## config.mk

```make
export PLATFORM = sky130hd
export DESIGN_NAME = bot_div
export DESIGN_NICKNAME = d
export VERILOG_FILES = /design/src/rtl/bot_div.sv
export SDC_FILE = /design/constraint.sdc
export NUM_CORES = 1
export LEC_CHECK = 0
export BUFFER_PORTS_ARGS = -buffer_cell sky130_fd_sc_hd__buf_2
export CAP_MARGIN = 25
export CORE_MARGIN = 3
export CORE_UTILIZATION = 55
export DETAILED_ROUTE_END_ITERATION = 6
export PLACE_DENSITY = 0.83
export SLEW_MARGIN = 20
export SYNTH_ARGS = -nofsm -noshare
export SYNTH_HDL_FRONTEND = slang
export SYNTH_SLANG_ARGS = --single-unit
```

## constraint.sdc

```tcl
create_clock -name clk -period 6 [get_ports clk]
set_input_delay 0.3 -clock clk [delete_from_list [all_inputs] [get_ports clk]]
set_output_delay 0.3 -clock clk [all_outputs]
set_load 0.01 [all_outputs]
```

## src/rtl/bot_div.sv

```systemverilog
// ---------------------------------------------------------------------------
// Ratio divider
// Restoring divider, one quotient bit per cycle, 48-bit dividend.
// ---------------------------------------------------------------------------
module bot_div (
  input  logic        clk,
  input  logic        rst,
  input  logic        start,
  input  logic [47:0] dividend,
  input  logic [31:0] divisor,
  output logic        busy,
  output logic [47:0] quotient
);
  logic [32:0] rem;
  logic [47:0] quo;
  logic [5:0]  cnt;
  logic [32:0] trial;

  assign trial = {rem[31:0], quo[47]};
  assign quotient = quo;

  always_ff @(posedge clk) begin
    if (rst) begin
      busy <= 1'b0;
      cnt  <= '0;
    end else if (start) begin
      busy <= 1'b1;
      cnt  <= 6'd48;
      rem  <= '0;
      quo  <= dividend;
    end else if (busy) begin
      if (trial >= {1'b0, divisor}) begin
        rem <= trial - {1'b0, divisor};
        quo <= {quo[46:0], 1'b1};
      end else begin
        rem <= trial;
        quo <= {quo[46:0], 1'b0};
      end
      cnt <= cnt - 6'd1;
      if (cnt == 6'd1) busy <= 1'b0;
    end
  end
endmodule

```

==> impl_metrics.csv, run 1 <==
group,metric,value,unit
outcome,run_status,"complete, no violations",
finish,area_growth,15.1,%
clock_tree,clkSlewWorstSetupHoldPaths,0.11,ns
logic_synthesis,syn_area_per_cell,10.5,um^2
critical_path,end_kind,"register",
logic_synthesis,async_reset_ff_frac,0,
sta,fmaxAchievable,317,MHz
critical_path,worstPathMaxFanout,35,
critical_path,cpPeakStageDelay,0.47,ns
critical_path,reg2reg_slack,2.84,ns
logic_synthesis,ys_ff_latch,87,
finish,fin_util,0.651,
clock_tree,cts_resized,0,
logic_synthesis,synth_edf_count,80,
job,drv_cap,0,
clock_tree,root_buffer,"clkbuf_8",
logic_synthesis,synth.distinct_cells,69,
die,dieHeight,109,um
sta,finalCritPeriodShare,0.526,
die,ioPinCount,132,
die,dieArea,0.0119,mm^2
global_routing,grt_pass1_wl,22000,um
critical_path,worst-endpoint-required,6.12,ns
finish,stdcell_count,821,
critical_path,crit_arrival,3.28,ns
logic_synthesis,synthFlopType,"edfxtp_1",
die,core,0.0104,mm^2
global_routing,globalRouteMet1Util,0.296,
sta,worst_pin_slew,0.880,ns
clock_tree,cts_max_level,3,
logic_synthesis,yosysMostFrequentCell,"edfxtp_1",
power,power_density,253,mW/mm^2
die,die_w,109,um
clock_tree,ctsHoldBuffers,0,
critical_path,crit_slowest_cell,"nand2_2",
sta,period_needed,3.16,ns
finish,fillers,872,
detailed_routing,vias_per_cell,5.80,
critical_path,critPathMostFrequentCell,"a21o_1",
logic_synthesis,yosys.area.top_type,"edfxtp_1",
sta,setup_viol,0,
finish,drive_gt1_frac,0.327,
sta,finalHoldViolCount,0,
finish,nNetsFinal,798,
detailed_routing,drt-initial-drc-count,296,
place,place_congestion,0.916,
clock_tree,clock_latency,0.37,ns
logic_synthesis,synth_top_area_share,0.409,
finish,diodes,0,
clock_tree,cts_buffer_depth,2,
logic_synthesis,yosysSeqAreaShare,0.433,
sta,finalSetupTns,0,ns
global_routing,top_usage_layer,"met2",
detailed_routing,num_vias,4758,
logic_synthesis,netlist_area,0.00587,mm^2
clock_tree,cts_made_buffers,9,
logic_synthesis,ys_warn_count,0,
detailed_routing,drc,0,
detailed_routing,wl,13500,um
clock_tree,cts.sinks,87,
global_routing,met2_usage,0.387,
place,dp.cells,805,
global_routing,grt_antenna_before_repair,0,
sta,maxSlewHeadroom,0.413,
detailed_routing,final_antenna_net_count,0,
global_routing,grt_max_degree,82,
die,num_rows,37,
logic_synthesis,synthTopCellsByCount,"edfxtp_1, nand2_1, a21oi_1, mux2_2, inv_1",
place,io_buffers,131,
clock_tree,cts_tree,"built",
logic_synthesis,synthCells,559,
clock_tree,cts_setup_buffers,0,
place,dp_hpwl,9880,um
global_routing,grt-ovfl-total,0,
sta,grt_setup_unrepaired,"no",
sta,slew_viol_final,0,
detailed_routing,first_pass_iters,5,
critical_path,cp-start-kind,"register",
critical_path,path_class,"register to register",
global_routing,grtUsageTotal,0.234,
power,peakVddDrop,157,uV
global_routing,grt_pass1_vias,4721,
logic_synthesis,synth_area_leaders,"edfxtp_1, mux2_2, ha_1",
power,leakagePower,0.00287,uW
logic_synthesis,synth_nets,677,
sta,skew,0.0133,ns
global_routing,grt_use_met3,0.0675,
detailed_routing,wl_per_cell,16.5,um
die,start_util,0.566,
critical_path,crit_chain,"ha_1 > a21o_1 > a21o_1 > a21oi_2 > o22ai_1 > a2111oi_4 > nand2_2 > mux2_2",
min_path,hold_path_class,"input port to register",
-- cells by family (layout without fill, tap and decap cells) --
logic type	after synthesis	in the layout	synth area share
simple gates	166	166	0.142
compound gates	132	132	0.164
mux	49	49	0.0938
fa+ha+maj	35	35	0.0759
flops	87	87	0.433
xor+xnor	24	24	0.0358
buf+inv	66	192	0.0555
-- sequential cells by signal, indices dropped and copies added, names as in the netlist --
register / cells
cnt: 6
busy: 1
rem: 32
quotient: 48
-- critical path, delay by kind of cell, from the launching register on --
| family | cells | cell delay, ns |
|---|---|---|
| DFF | 1 | 0.42 |
| AOI/OAI and AO/OA | 5 | 1.17 |
| muxes | 1 | 0.44 |
| adders and majority gates | 1 | 0.39 |
| and+or+nand+nor | 1 | 0.47 |
-- metal layers --
layer,vias to the layer above,part of all wire
met1,2249,0.42
li1,2309,-
met4,0,0.018
met2,178,0.49
met5,-,0
met3,22,0.075
-- power by group --
group / switching, uW / total [uW] / internal, uW
sequential: 28.4 / 758 / 730
combinational: 300 / 526 / 226
clock: 260 / 424 / 165
-- placed cells by master, fill, tap and decap left out, types with 7 or more instances in the layout --
cell type  instances
clkbuf_8           9
edfxtp_1          80
buf_2            130
dfxtp_1            7
nand2_1           61
a21o_1            14
o21ai_0            9
xor2_1             9
a21oi_1           48
nor3_1             9
ha_1              34
mux2_2            48
inv_1             43
xnor2_1           15
nor2_1            27
nand3_1           16
a211oi_1           7
-- final cells by class --
| cell class | instances | area, um^2 | area share |
|---|---|---|---|
| timing repair buffer | 133 | 673 | 0.0997 |
| sequential | 87 | 2540 | 0.377 |
| tap | 136 | 170 | 0.0252 |
| multi-input combinational | 406 | 3010 | 0.445 |
| clock buffer | 9 | 124 | 0.0183 |
| inverter | 43 | 161 | 0.0239 |
| clock inverter | 7 | 73.8 | 0.0109 |
-- final timing paths --
path	start	endpoint	cells past startpoint
worst max register to register	rem[22]	quotient[0]	8
worst min register to register	cnt[1]	cnt[1]	2
worst max-delay path	rem[22]	quotient[0]	8
worst min-delay path	rst	cnt[0]	2
-- through the flow --
| step | hold WS (ns) | total power (uW) | setup slack (ns) | cell area (um^2) |
|---|---|---|---|---|
| after global placement | 0.486 | 1270 | 2.96 | 6550 |
| after global routing | 0.198 | 1810 | 2.68 | 6750 |
| after detailed placement | 0.497 | 1290 | 2.86 | 6550 |
| after CTS | 0.210 | 1710 | 2.86 | 6750 |
| after floorplan | 0.469 | 1170 | 1.33 | 5870 |
| final | 0.221 | 1710 | 2.84 | 6750 |
(Power assumes the default switching activity.)
==> run 2: changes to the inputs <==
- CORE_UTILIZATION: 55 -> 50
- PLACE_DENSITY: 0.83 -> 0.8
- clock period: 6 -> 2.6 ns (I/O delays scaled with it)
==> impl_metrics.csv, run 2 (synthesis gave the netlist of run 1 again) <==
group,metric,value,unit
min_path,worstHoldStart,"rst",
global_routing,grt_max_degree,66,
die,start_util,0.525,
sta,finalSetupTns,-1.48,ns
place,dpl-instance-area,0.00709,mm^2
global_routing,grt_use_met3,0.0555,
clock_tree,cts_tree,"built",
critical_path,crit_arrival,3.05,ns
sta,slew_viol_final,0,
power,p_comb_frac,0.356,
detailed_routing,first_pass_iters,5,
detailed_routing,wl_per_cell,17.7,um
critical_path,path_buf_inv,1,
detailed_routing,final_antenna_net_count,0,
min_path,hold_depth,2,
sta,setup_viol,12,
finish,largest_reg_flops,48,
critical_path,r2r_cells,11,
outcome,run_status,"finished, violations left",
finish,diodes,0,
finish,drive_gt1_frac,0.476,
sta,grt_setup_unrepaired,"yes",
detailed_routing,wl,16200,um
global_routing,grt_pass1_vias,5214,
clock_tree,clock_latency,0.35,ns
sta,period_needed,2.83,ns
global_routing,met2_usage,0.392,
die,num_rows,38,
job,drv_cap,0,
critical_path,cp-start-kind,"register",
sta,finalCritPeriodShare,1.09,
finish,final_cell_mix,"buf_2, buf_4, edfxtp_1",
global_routing,top_usage_layer,"met2",
power,leakagePower,0.00343,uW
global_routing,grt_antenna_before_repair,0,
global_routing,grtUsageTotal,0.236,
clock_tree,root_buffer,"clkbuf_16",
min_path,holdPathEnd,"cnt[4]",
clock_tree,clkSlewWorstSetupHoldPaths,0.07,ns
place,dp.cells,872,
critical_path,cpPeakStageDelay,0.41,ns
critical_path,worstPathMaxFanout,5,
critical_path,reg2reg_to,"rem[26]",
power,power.switching,1520,uW
sta,worst_pin_slew,0.628,ns
detailed_routing,drt-initial-drc-count,348,
power,peakVddDrop,521,uV
die,die_w,114,um
clock_tree,cts_made_buffers,9,
clock_tree,ctsHoldBuffers,0,
clock_tree,cts_max_level,3,
finish,nNetsFinal,888,
detailed_routing,num_vias,5223,
power,clkPwrFrac,0.277,
outcome,violations,"negative setup slack",
finish,final_area,0.00801,mm^2
sta,maxSlewHeadroom,0.581,
global_routing,grt-ovfl-total,0,
global_routing,globalRouteMet1Util,0.301,
critical_path,crit_chain,"inv_1 > ha_2 > fa_2 > nand2b_4 > a2111o_1 > o211a_2 > o22a_1 > a21oi_4 > a31oi_2 > or4_1 > nand3_1",
critical_path,path_class,"register to register",
place,io_buffers,131,
power,power_density,599,mW/mm^2
critical_path,reg2reg_slack,-0.23,ns
critical_path,crit_slowest_cell,"or4_1",
finish,area_growth,36.6,%
finish,stdcell_count,915,
finish,final_common_cell,"buf_2",
die,dieHeight,114,um
sta,skew,0.00753,ns
power,p_seq_frac,0.367,
critical_path,r2r_start,"quotient[47]",
sta,finalHoldViolCount,0,
finish,fin_util,0.717,
global_routing,grt_pass1_wl,24600,um
die,ioPinCount,132,
detailed_routing,drc,0,
place,place_congestion,0.935,
detailed_routing,vias_per_cell,5.71,
sta,fmaxAchievable,353,MHz
min_path,hold_path_class,"input port to register",
clock_tree,cts.sinks,87,
critical_path,end_kind,"register",
critical_path,worst-endpoint-required,2.82,ns
place,dp_hpwl,11000,um
power,switching_share,0.316,
power,p_int,3280,uW
die,dieArea,0.0131,mm^2
critical_path,crit_family,"compound AO/OA/AOI/OAI gates",
die,core,0.0112,mm^2
sta,setup_ws,-0.233,ns
clock_tree,cts_buffer_depth,2,
==> run 2: cell types whose count changed in the layout (fill, tap and decap cells not counted), sizes merged <==
cell / change
clkbuf: +2
inv: -2
bufinv: +1
clkinvlp: +1
buf: +85
and2: +3
==> run 2: worst max path at each step <==
stage / from / end / slack, ns / cells after the start
5_1_grt: quotient[47] / rem[24] / -0.35 / 11
4_1_cts: quotient[47] / rem[24] / -0.19 / 11
3_3_place_gp: quotient[47] / rem[24] / -0.15 / 11
3_5_place_dp: quotient[47] / rem[24] / -0.22 / 11
2_1_floorplan: quotient[47] / rem[28] / -0.10 / 11
6_report: quotient[47] / rem[26] / -0.23 / 11
==> run 2: through the flow <==
step / power, uW / setup slack (ns) / hold slack (ns)
final: 4800 / -0.233 / 0.0668
after global routing: 5010 / -0.352 / 0.0788
after CTS: 4580 / -0.185 / 0.0646
after detailed placement: 3190 / -0.225 / 0.433
after global placement: 3140 / -0.152 / 0.419
after floorplan: 2710 / -0.101 / 0.351
==> run 2: repair_timing <==
item | in CTS | in global routing
buffers inserted | 8 | 14
pin swaps | 8 | 29
hold endpoints to repair | 0 | 0
gates resized for setup | 10 | 59
cloned | 2 | 3
endpoints found under the setup margin | 25 | 33
==> run 2: layer usage <==
layer  vias to the layer above  part of all wire  routed length [um]
met4                         0             0.020                 329
li1                       2498                 -                   -
met2                       215              0.50                8100
met1                      2483              0.41                6570
met5                         -                 0                   0
met3                        27             0.073                1180
==> run 2: power groups by stage <==
stage / combinational (uW) / clock, uW / sequential (uW)
6_report: 1710 / 1330 / 1760
3_5_place_dp: 1410 / 0 / 1780
4_1_cts: 1480 / 1340 / 1750
2_1_floorplan: 920 / 0 / 1790
5_1_grt: 1850 / 1380 / 1770
3_3_place_gp: 1370 / 0 / 1770
==> run 2: area by class of cell <==
| cell class | instances | area [um^2] |
|---|---|---|
| clock buffers | 9 | 225 |
| repair buffers | 220 | 1430 |
| flip-flops and latches | 87 | 2540 |
| clock inverters | 7 | 70.1 |
| fillers | 762 | 3160 |
| inverters | 43 | 161 |
| multi-input cells | 409 | 3410 |
| well taps | 140 | 175 |
