[config.mk]
export PLATFORM = sky130hd
export DESIGN_NAME = bot_ram
export DESIGN_NICKNAME = d
export VERILOG_FILES = /design/src/rtl/bot_ram.sv
export SDC_FILE = /design/constraint.sdc
export NUM_CORES = 1
export LEC_CHECK = 0
export BUFFER_PORTS_ARGS = -buffer_cell sky130_fd_sc_hd__buf_4
export CAP_MARGIN = 15
export CELL_PAD_IN_SITES_DETAIL_PLACEMENT = 1
export CELL_PAD_IN_SITES_GLOBAL_PLACEMENT = 1
export CORE_MARGIN = 2
export CORE_UTILIZATION = 42
export CTS_BUF_LIST = sky130_fd_sc_hd__clkbuf_4 sky130_fd_sc_hd__clkbuf_8
export CTS_CLUSTER_SIZE = 16
export DETAILED_ROUTE_END_ITERATION = 10
export PLACE_DENSITY_LB_ADDON = 0.1
export SYNTH_ARGS = -nofsm -noshare
export SYNTH_HDL_FRONTEND = slang
export SYNTH_SLANG_ARGS = --single-unit
[constraint.sdc]
create_clock -name clk -period 7.25 [get_ports clk]
set_clock_uncertainty 0.05 [all_clocks]
set_input_delay 0 -clock clk [delete_from_list [all_inputs] [get_ports clk]]
set_output_delay 0 -clock clk [all_outputs]
set_load 0.03 [all_outputs]
[src/rtl/bot_ram.sv]
// ---------------------------------------------------------------------------
// Generic simple dual-port RAM
// One write port, one read port, registered read data.
// ---------------------------------------------------------------------------
module bot_ram #(
  parameter int WIDTH = 64,
  parameter int DEPTH = 16
) (
  input  logic                     clk,
  input  logic                     we,
  input  logic [$clog2(DEPTH)-1:0] waddr,
  input  logic [WIDTH-1:0]         wdata,
  input  logic [$clog2(DEPTH)-1:0] raddr,
  output logic [WIDTH-1:0]         rdata
);
  logic [WIDTH-1:0] mem [DEPTH];

  always_ff @(posedge clk) begin
    if (we) mem[waddr] <= wdata;
    rdata <= mem[raddr];
  end
endmodule

==> metrics.md, run 1 <==
| Metric | Value |
|---|---|
| Status | finished clean |
| Startpoint Class | input pin |
| Port bufs | 137 |
| Drt drc | 0 |
| Pwr/cell area | about 280 nW/µm² |
| Synth top area share | 77.7% |
| Post-Place Setup Slack | approximately 4.4 ns |
| Core ar. | just over 90000 µm² |
| Sequential cell fraction of total power | 54.0% |
| Fraction of layout cells with a size suffix above 1 | 33.7% |
| Final Cycle Share | a little under two fifths |
| Post-DP HPWL | 45300 µm |
| Routed length per instance | 27.3 µm |
| First DRT Iteration DRCs | 1451 |
| H-tree depth | 4 |
| Drt pass-1 iters | 5 |
| R2r setup slk | ~5.4 ns |
| Fillers | 8294 |
| Bufs on Longest Clock Path | 3 |
| Ys async rst share | 0% |
| Vias in the first global route | 21100 |
| Post-cts sizing count | 0 |
| Synth-to-layout area growth | 19.1% |
| Dominant synthesized flop cell | edfxtp_1 |
| Max Slew Vio Count | 0 |
| Post-Syn Area | about 40000 µm² |
| Hold Path Depth | 2 |
| CTS tree | yes |
| CTS clock-pin slew for the worst setup and hold paths | ~0.06 ns |
| Setup TNS Final | 0 ns |
| Post-route cell area | 47200 µm² |
| Commonest cells in the netlist | 1024 x edfxtp_1, 256 x mux4_2, 128 x a22oi_1 |
| Crit path required time | about 7.9 ns |
| Leakage | 15.3 nW |
| Top cell type by total area after synthesis | edfxtp_1 |
| Starting density of the core | 42.4% |
| DRT Wirelength | 94100 µm |
| Setup crit end kind | flip-flop |
| Setup-failing EPs final | 0 |
| Seq cells post-synth | approximately 1100 |
| Post-synth EDFFs | ~1000 |
| Worst EP arrival | about 3.3 ns |
| I/O pins | 138 |
| Multi-input gate area | 7230 µm² |
| Synth cell types | 18 |
| Final Hold Fails | 0 |
| Gr ovfl total | 0 |
| Worst Reg2Reg Path Length in Cells | 4 |
| Comb power frac | 5.9% |
| Net Sw Frac | 21.8% |
| Top cells by area, synth | edfxtp_1 78%, mux4_2 15%, dfxtp_1 3.2% |
| Clock power share | 40.1% |
| Antenna violations before repair | 6 |
| Worst skew pair latency | slightly above 0.8 ns |
| Syn_nets | 1721 |
| Mapped Cells | roughly 1600 |
| Setup repair bufs after CTS | 0 |
| TritonCTS Sinks | 1088 |
| Final nets | 2125 |
| Largest net degree at the start of global routing | 123 |
| Die Height | 311 µm |
| First-pass GRT wire length | ~140000 µm |
| Most frequent cell after synthesis | edfxtp_1 |
| Storage element area | 32000 µm² |
| Die W | 311 µm |
| Final Wtd Congestion | 0.688 |
| Fmax | 0.375 GHz |
| Via count | approximately 19000 |
| Gr usage total | about a fifth |
| Worst Tran Pin Value | 1.15 ns |
| Synth Area per Inst | around 24 µm² |
| RSZ-0062 raised after global routing | no |
| Register area share after synthesis | between 80% and 90% |
| Yosys warns | 0 |
| Max-cap viol count | 0 |
| Placed instance area | between 40000 and 50000 µm² |
| CTS Buf Count | ~180 |
| Psw | 2.87 mW |
| Hold slack | 0.0909 ns |
| Clock root cell | clkbuf_8 |
| Fin crit period | 2.66 ns |
| Peak supply drop | 0.155 mV |
| DR vias/cell | ~5.4 |
| Internal power | 10.3 mW |
| CP max FO | between 90 and 100 |
| Die area | 96700 µm² |
| Worst slew margin | 22.8% |
| CP Class | in -> reg |
| Final WS setup | 4.59 ns |
| Routed Antenna Nets | 0 |
| Num rows | roughly 110 |
| Hold WC Path Type | in -> reg |
==> area by class of cell <==
| class | instances | area share (%) |
|---|---|---|
| diodes | 2 | 0.0106 |
| clock buffers | 270 | 6.86 |
| clock inverters | 49 | 0.637 |
| multi-input cells | 475 | 15.3 |
| flip-flops and latches | 1088 | 67.9 |
| well taps | 1254 | 3.33 |
| repair buffers | 310 | 5.90 |
==> sequential cells by signal, indices dropped and copies added, names as in the netlist <==
| signal | cells |
|---|---|
| mem | 1024 |
| rdata | 64 |
==> power groups by stage <==
stage | Clock (mW) | Combinational (mW) | Sequential (mW)
final | 5.27 | 0.781 | 7.09
after global routing | 5.66 | 0.841 | 7.10
after floorplan | 0 | 0.335 | 7.29
after global placement | 0 | 0.720 | 7.21
after detailed placement | 0 | 0.732 | 7.22
after CTS | 5.41 | 0.797 | 7.09
==> cell families (layout without fill, tap and decap cells) <==
family                 Yosys count  in the layout  share of synthesized area [%]
muxes                          256            256                           14.6
DFF                           1088           1088                           80.9
AOI/OAI and AO/OA              128            128                           2.43
other                            0              2                              0
and+or+nand+nor                 91             91                          0.942
buffers and inverters           84            629                           1.14
==> worst max-delay path, stage by stage <==
cell and delay, ns:
dlygate4sd3_1 0.56, buf_8 0.57, buf_12 0.62, mux4_2 0.60
a22oi_1 0.20, dlygate4sd3_1 0.59, nand2_1 0.05
==> stage by stage <==
step | total power, mW | std cells | util [%]
3_5_place_dp | 7.95 | 2985 | 45.2
4_1_cts | 13.3 | 3444 | 50.5
5_1_grt | 13.6 | 3448 | 50.5
3_3_place_gp | 7.93 | 2985 | 45.2
6_report | 13.1 | 3448 | 50.5
2_1_floorplan | 7.62 | 1647 | -
==> what timing repair did <==
item / in CTS / in global routing
hold endpoints to repair: 1325 / 0
endpoints found under the setup margin: 0 / 0
hold buffers: 140 / 0
==> placed cells by master (no fill, tap or decap) <==
cell type      Yosys  final
nand3_1            1      1
buf_8              0      2
nand2b_1           2      2
clkinv_1           0     28
clkinv_2           0      9
dlygate4sd3_1      0    139
buf_16             0      2
clkbuf_8           0    193
dfxtp_1           64     64
inv_6              0      3
buf_4              6    163
inv_8              0      3
edfxtp_1        1024   1024
nor2b_4            0      2
or3b_2             1      1
nor2_4             0     13
mux4_2           256    256
clkinvlp_4         0      4
bufinv_16          0      2
buf_12             0      4
a22oi_1          128    128
diode_2            0      2
nand3b_1           2      2
clkbuf_4           0     77
nor3_2             0      4
nand2_1           65     65
and2_4             0      1
==> metal layers <==
| metal | vias up | wire length [µm] | global-route usage [%] | part of all wire (%) |
|---|---|---|---|---|
| li1 | 7900 | - | - | - |
| met1 | 10000 | 41700 | 27.4 | 44 |
| met2 | 458 | 46300 | 32.3 | 49 |
| met3 | 131 | 4430 | 3.95 | 4.7 |
| met4 | 8 | 1530 | 5.62 | 1.6 |
| met5 | - | 48 | 0 | 0.051 |
==> worst paths after layout <==
check,from,endpoint
setup / recovery,raddr[0],rdata[3]
setup reg to reg,mem[0][3],rdata[3]
hold reg to reg,mem[14][37],rdata[37]
hold / removal,wdata[56],mem[7][56]
Note: power is estimated with default switching activity, not from simulation.
==> inputs of run 2 (changes only) <==
clock period = 2.7 ns   (was 7.25 ns; I/O delays follow)
==> run 2 against run 1 <==
Compared with the run above:
- clock power increased to 2.8 times the previous value
- first-iteration DRC count is 8.1% higher
- register-to-register slack got worse by 5.1 ns
- final cell count is 1.8% higher
- hold slack got worse by 0.026 ns
- die area stayed put
- routed wire length up 2.0%
- sequential power grew to 2.7 times the previous value
==> metrics.md, run 2 (synthesis results as in run 1) <==
| Metric | Value |
|---|---|
| Routed length per instance | 27.3 µm (about the same) |
| I/O pins | 138 (unchanged) |
| H-tree depth | 4 (unchanged) |
| Drt pass-1 iters | 5 (unchanged) |
| Worst skew pair latency | 0.82 ns (about the same) |
| DRT Wirelength | 96000 µm (was 94100 µm) |
| CTS tree | yes (unchanged) |
| Total Power | 35.9 mW (was 13.1 mW) |
| Worst EP arrival | 3.18 ns (was 3.32 ns) |
| Storage element area | 32000 µm² (unchanged) |
| Routed Antenna Nets | 0 (unchanged) |
| Fmax | between 0.3 and 0.4 GHz |
| Status | finished clean (unchanged) |
| Fraction of layout cells with a size suffix above 1 | 35.2% (was 33.7%) |
| Sequential cell fraction of total power | 53.1% (was 54.0%) |
| Leakage | 15.8 nW (was 15.3 nW) |
| Setup crit end kind | flip-flop (unchanged) |
| Via count | 18900 (was 18500) |
| Final nets | 2175 (was 2125) |
| Buf+Inv Stages, Crit Path | 5 (was 4) |
| Hold WC Path Type | in -> reg (unchanged) |
| Internal power | 28.0 mW (was 10.3 mW) |
| Comb power frac | 6.1% (was 5.9%) |
| Most frequent cells in the layout | 1024 x edfxtp_1, 256 x mux4_2, 202 x clkbuf_8, 173 x buf_4, 140 x dlygate4sd3_1 (was 1024 x edfxtp_1, 256 x mux4_2, 193 x clkbuf_8, 163 x buf_4, 139 x dlygate4sd3_1) |
| Peak supply drop | 0.446 mV (was 0.155 mV) |
| CP Class | in -> reg (unchanged) |
| Fin crit period | 2.53 ns |
| Start point of the critical path | raddr[0] (unchanged) |
| Min-delay src | wdata[12] (was wdata[56]) |
| Vias in the first global route | 21400 (was 21100) |
| CP max stage delay | 0.59 ns (was 0.62 ns) |
| Gr ovfl total | 0 (unchanged) |
| Clock root cell | clkbuf_8 (unchanged) |
| Gr usage total | 20.3% (was 19.9%) |
| TritonCTS Sinks | 1088 (unchanged) |
| Crit path max-delay family | buffers and inverters (unchanged) |
| First-pass GRT wire length | 143000 µm (was 140000 µm) |
| Antenna violations before repair | 7 (was 6) |
| CP most frequent cell | dlygate4sd3_1 (unchanged) |
| Port bufs | 137 (unchanged) |
| RR Startpoint | mem[3][17] (was mem[0][3]) |
| CP max FO | 27 (was 98) |
| Die W | 311 µm (unchanged) |
| Pwr/cell area | 745 nW/µm² (was 279 nW/µm²) |
| CTS clock-pin slew for the worst setup and hold paths | 0.06 ns (about the same) |
| Final Hold Fails | 0 (unchanged) |
| First DRT Iteration DRCs | 1568 (was 1451) |
| Final Cycle Share | 93.7% |
| Startpoint Class | input pin (unchanged) |
| Drt drc | 0 (unchanged) |
| Crit path max-delay cell type | dlygate4sd3_1 (was buf_12) |
| CTS Buf Count | 180 (was 176) |
| Commonest non-fill, non-tap cell in the layout | edfxtp_1 (unchanged) |
| Crit-path cells | dlygate4sd3_1 -> buf_8 -> buf_12 -> mux4_2 -> a22oi_1 -> dlygate4sd3_1 -> nand2_1 -> dlygate4sd3_1 (was dlygate4sd3_1 -> buf_8 -> buf_12 -> mux4_2 -> a22oi_1 -> dlygate4sd3_1 -> nand2_1) |
| Largest regs | mem x1024, rdata x64 (unchanged) |
| Core ar. | 93300 µm² (unchanged) |
| DR vias/cell | 5.39 (was 5.38) |
| Final WS setup | 0.171 ns (was 4.59 ns) |
| Fillers | 8232 (was 8294) |
| RSZ-0062 raised after global routing | no (unchanged) |
| Setup repair bufs after CTS | 0 (unchanged) |
| Multi-input gate area | 7260 µm² (was 7230 µm²) |
| Largest net degree at the start of global routing | 65 (was 123) |
| Max Slew Vio Count | 0 (unchanged) |
| Setup-failing EPs final | 0 (unchanged) |
| Bufs on Longest Clock Path | 3 (unchanged) |
| Net Sw Frac | 21.8% (about the same) |
| Die Height | 311 µm (unchanged) |
| Final Wtd Congestion | 0.688 (about the same) |
| Starting density of the core | 42.4% (unchanged) |
| Post-DP HPWL | 48600 µm (was 45300 µm) |
| Most flop-heavy register | mem (unchanged) |
| Crit path required time | 3.35 ns (was 7.91 ns) |
| Worst Tran Pin Value | 0.857 ns (was 1.15 ns) |
| Die area | 96700 µm² (unchanged) |
| Max-cap viol count | 0 (unchanged) |
| Synth-to-layout area growth | 21.6% (was 19.1%) |
| Post-Place Setup Slack | 0.734 ns (was 4.39 ns) |
| Psw | 7.82 mW (was 2.87 mW) |
| Worst slew margin | 42.7% (was 22.8%) |
| Max reg flops | 1024 (unchanged) |
| Clock power share | 40.8% (was 40.1%) |
| Num rows | 112 (unchanged) |
-- run 2: timing repair --
| item | in CTS | in global routing |
|---|---|---|
| hold endpoints to repair | 1450 | 0 |
| hold buffers | 140 | 0 |
| resized for setup | 0 | 0 |
-- run 2: power by group through the flow --
stage	registers, mW	logic, mW	clock network [mW]
2_1_floorplan	19.6	0.903	0
5_1_grt	19.1	2.35	15.8
4_1_cts	19.0	2.23	15.1
3_5_place_dp	19.4	2.06	0
3_3_place_gp	19.4	2.02	0
6_report	19.0	2.19	14.6
-- run 2: through the flow --
step,hold slack (ns),std cells,TNS [ns],instance area [µm²],utilization (%)
final,0.0650,3509,0,48100,51.6
after global routing,0.0207,3509,0,48100,51.6
after CTS,0.000278,3507,0,48100,51.6
after detailed placement,0.249,3033,0,43000,46.1
after global placement,0.239,3033,0,43000,46.1
after floorplan,0.0489,1647,-252.93,39600,-
-- run 2: layer usage --
| layer | part of all wire (%) | up-vias | wire, µm | global-route usage (%) |
|---|---|---|---|---|
| met5 | 0.033 | - | 32 | 0 |
| met4 | 1.6 | 6 | 1530 | 5.39 |
| met3 | 4.6 | 135 | 4430 | 3.89 |
| met2 | 49 | 483 | 46800 | 32.4 |
| met1 | 45 | 10300 | 43200 | 28.8 |
| li1 | - | 8017 | - | - |
-- run 2: area by class of cell --
class                   instances  area share (%)
well taps                    1254            3.26
diodes                          2          0.0104
clock buffers                 272            6.87
multi-input cells             475            15.1
repair buffers                356            7.38
flip-flops and latches       1088            66.6
clock inverters                62           0.829
-- run 2: worst paths after layout --
| check | to | slack, ns | cells after the start |
|---|---|---|---|
| setup / recovery | rdata[17] | 0.17 | 8 |
| hold reg to reg | rdata[6] | 0.61 | 3 |
| setup reg to reg | rdata[17] | 0.29 | 5 |
| hold / removal | mem[2][12] | 0.06 | 2 |
==> inputs of run 3 (changes only) <==
PLACE_DENSITY = 0.62   (was unset)
PLACE_DENSITY_LB_ADDON = unset   (was 0.1)
==> run 3 against run 2 <==
Compared with the run above:
- utilization fell by 0.13 points
- sequential share of layout area rose by 0.17 points
- sequential power barely moved
- register-to-register slack got worse by 0.03 ns
- via count rose by 0.43%
- global-route usage fell by 0.63 points
- critical path depth did not move
- final area fell by 0.25%
- critical endpoint is now rdata[20]
- combinational power barely moved
- first-iteration DRC count rose by 5.9%
- count of clock-buffer cells in the layout fell by 15
==> metrics.md, run 3 (synthesis results as in run 1) <==
| Metric | Value |
|---|---|
| Status | finished clean (unchanged) |
| Most flop-heavy register | mem (unchanged) |
| Final Wtd Congestion | 0.698 (was 0.688) |
| Worst EP arrival | 3.19 ns (was 3.18 ns) |
| Post-cts sizing count | 0 (unchanged) |
| CP max stage delay | 0.60 ns (was 0.59 ns) |
| Largest net degree at the start of global routing | 65 (unchanged) |
| Crit-path cells | dlygate4sd3_1 -> buf_8 -> buf_12 -> mux4_2 -> a22oi_1 -> dlygate4sd3_1 -> nand2_1 -> dlygate4sd3_1 (unchanged) |
| Core ar. | 93300 µm² (unchanged) |
| RR Endpoint | rdata[20] (was rdata[17]) |
| Crit path max-delay cell type | dlygate4sd3_1 (unchanged) |
| Setup-failing EPs final | 0 (unchanged) |
| Gr ovfl total | 0 (unchanged) |
| Hold slack | 0.101 ns (was 0.0650 ns) |
| Synth-to-layout area growth | 21.3% (was 21.6%) |
| CTS clock-pin slew for the worst setup and hold paths | 0.06 ns (about the same) |
| R2r setup slk | 0.26 ns (was 0.29 ns) |
| Drt pass-1 iters | 5 (unchanged) |
| Final Cycle Share | 93.2% (was 93.7%) |
| TritonCTS Sinks | 1088 (unchanged) |
| Fraction of layout cells with a size suffix above 1 | 34.3% (was 35.2%) |
| Worst slew margin | 56.5% (was 42.7%) |
| Largest regs | mem x1024, rdata x64 (unchanged) |
| H-tree depth | 4 (unchanged) |
| Num rows | 112 (unchanged) |
| Max reg flops | 1024 (unchanged) |
| Routed Antenna Nets | 0 (unchanged) |
| Die Height | 311 µm (unchanged) |
| Via count | 19000 (was 18900) |
| DRT Wirelength | 93500 µm (was 96000 µm) |
| Worst Tran Pin Value | 0.653 ns (was 0.857 ns) |
| Hold Path Depth | 2 (unchanged) |
| Gr usage total | 19.7% (was 20.3%) |
| CP max FO | 34 (was 27) |
| Die W | 311 µm (unchanged) |
| Worst Hold End | mem[0][48] (was mem[2][12]) |
| Startpoint Class | input pin (unchanged) |
| CP most frequent cell | dlygate4sd3_1 (unchanged) |
| CP Class | in -> reg (unchanged) |
| Post-DP HPWL | 46200 µm (was 48600 µm) |
| Vias in the first global route | 21200 (was 21400) |
| I/O pins | 138 (unchanged) |
| Fmax | 0.397 GHz (was 0.395 GHz) |
| Bufs on Longest Clock Path | 3 (unchanged) |
| Peak supply drop | 0.538 mV (was 0.446 mV) |
| Port bufs | 137 (unchanged) |
| Clock root cell | clkbuf_8 (unchanged) |
| Worst Reg2Reg Path Length in Cells | 5 (unchanged) |
| Fin crit period | 2.52 ns (was 2.53 ns) |
| First DRT Iteration DRCs | 1660 (was 1568) |
| Worst skew pair latency | 0.86 ns (was 0.82 ns) |
| Pwr/cell area | 740 nW/µm² (was 745 nW/µm²) |
| CTS Buf Count | 172 (was 180) |
| Commonest non-fill, non-tap cell in the layout | edfxtp_1 (unchanged) |
| Routed length per instance | 26.8 µm (was 27.3 µm) |
| Crit path required time | 3.38 ns (was 3.35 ns) |
| Drt drc | 0 (unchanged) |
| RSZ-0062 raised after global routing | no (unchanged) |
| Final nets | 2157 (was 2175) |
| Total Power | 35.5 mW (was 35.9 mW) |
| First-pass GRT wire length | 139000 µm (was 143000 µm) |
| Hold WC Path Type | in -> reg (unchanged) |
| Antenna violations before repair | 5 (was 7) |
| Final Hold Fails | 0 (unchanged) |
| DR vias/cell | 5.45 (was 5.39) |
| Leakage | 15.7 nW (was 15.8 nW) |
| Setup crit end kind | flip-flop (unchanged) |
| RR Startpoint | mem[10][20] (was mem[3][17]) |
| Die area | 96700 µm² (unchanged) |
| Final WS setup | 0.183 ns (was 0.171 ns) |
| Max Slew Vio Count | 0 (unchanged) |
| CTS tree | yes (unchanged) |
| Starting density of the core | 42.4% (unchanged) |
| Post-Place Setup Slack | 0.808 ns (was 0.734 ns) |
| Max-cap viol count | 0 (unchanged) |
| Min-delay src | wdata[48] (was wdata[12]) |
| Most frequent cells in the layout | 1024 x edfxtp_1, 256 x mux4_2, 185 x clkbuf_8, 152 x buf_4, 146 x dlygate4sd3_1 (was 1024 x edfxtp_1, 256 x mux4_2, 202 x clkbuf_8, 173 x buf_4, 140 x dlygate4sd3_1) |
-- run 3: cell types whose count changed in the layout (fill, tap and decap cells not counted), sizes merged --
| cell | before | now |
|---|---|---|
| buf | 216 | 200 |
| bufinv | 4 | 3 |
| clkbuf | 272 | 257 |
| clkinv | 48 | 54 |
| clkinvlp | 4 | 1 |
| diode | 2 | 1 |
| dlygate4sd3 | 140 | 146 |
| inv | 6 | 9 |
-- run 3: stage by stage --
step | cell area (µm²) | utilization [%] | cells | setup TNS (ns)
2_1_floorplan | 39600 | - | 1647 | -252.93
3_3_place_gp | 43000 | 46.0 | 3017 | 0
3_5_place_dp | 43000 | 46.0 | 3017 | 0
4_1_cts | 48000 | 51.4 | 3487 | 0
5_1_grt | 48000 | 51.4 | 3488 | 0
6_report | 48000 | 51.4 | 3488 | 0
-- run 3: how the worst max path moves through the flow --
| stage | startpoint | to |
|---|---|---|
| 5_1_grt | raddr[0] | rdata[20] |
| 2_1_floorplan | waddr[2] | mem[1][0] |
| 3_5_place_dp | raddr[0] | rdata[54] |
| 3_3_place_gp | raddr[0] | rdata[54] |
| 4_1_cts | raddr[0] | rdata[20] |
| 6_report | raddr[0] | rdata[20] |
-- run 3: repair_timing --
action                                  CTS  global route
setup buffers                             0             0
hold buffers                            146             0
endpoints found under the hold margin  1530             0
-- run 3: worst max-delay path, delay by kind of cell --
family,cells,cell delay (ns)
multiplexers,1,0.56
AND/OR/NAND/NOR,1,0.05
AO/OA/AOI/OAI,1,0.22
buffers and inverters,5,2.30
-- run 3: metal layers --
metal	GRT usage [%]	vias up	part of all wire, %
met1	27.1	10300	44
met4	5.76	8	1.7
met2	31.5	552	49
met3	4.45	133	5.6
li1	-	7977	-
met5	0	-	0.049
-- run 3: report_power, final --
part           leakage (nW)  internal (mW)  switching [mW]
clock                  1.91           7.71            6.57
combinational          3.97          0.946            1.23
sequential             9.79           18.9           0.138
-- run 3: layout make-up --
cell class                      instances  area [µm²]
Tap cell                             1254        1570
Fill cell                            8230       45300
Antenna cell                            1        2.50
Clock buffer                          257        3090
Clock inverter                         67         495
Sequential cell                      1088       32000
Multi-Input combinational cell        475        7260
Timing Repair Buffer                  346        3550
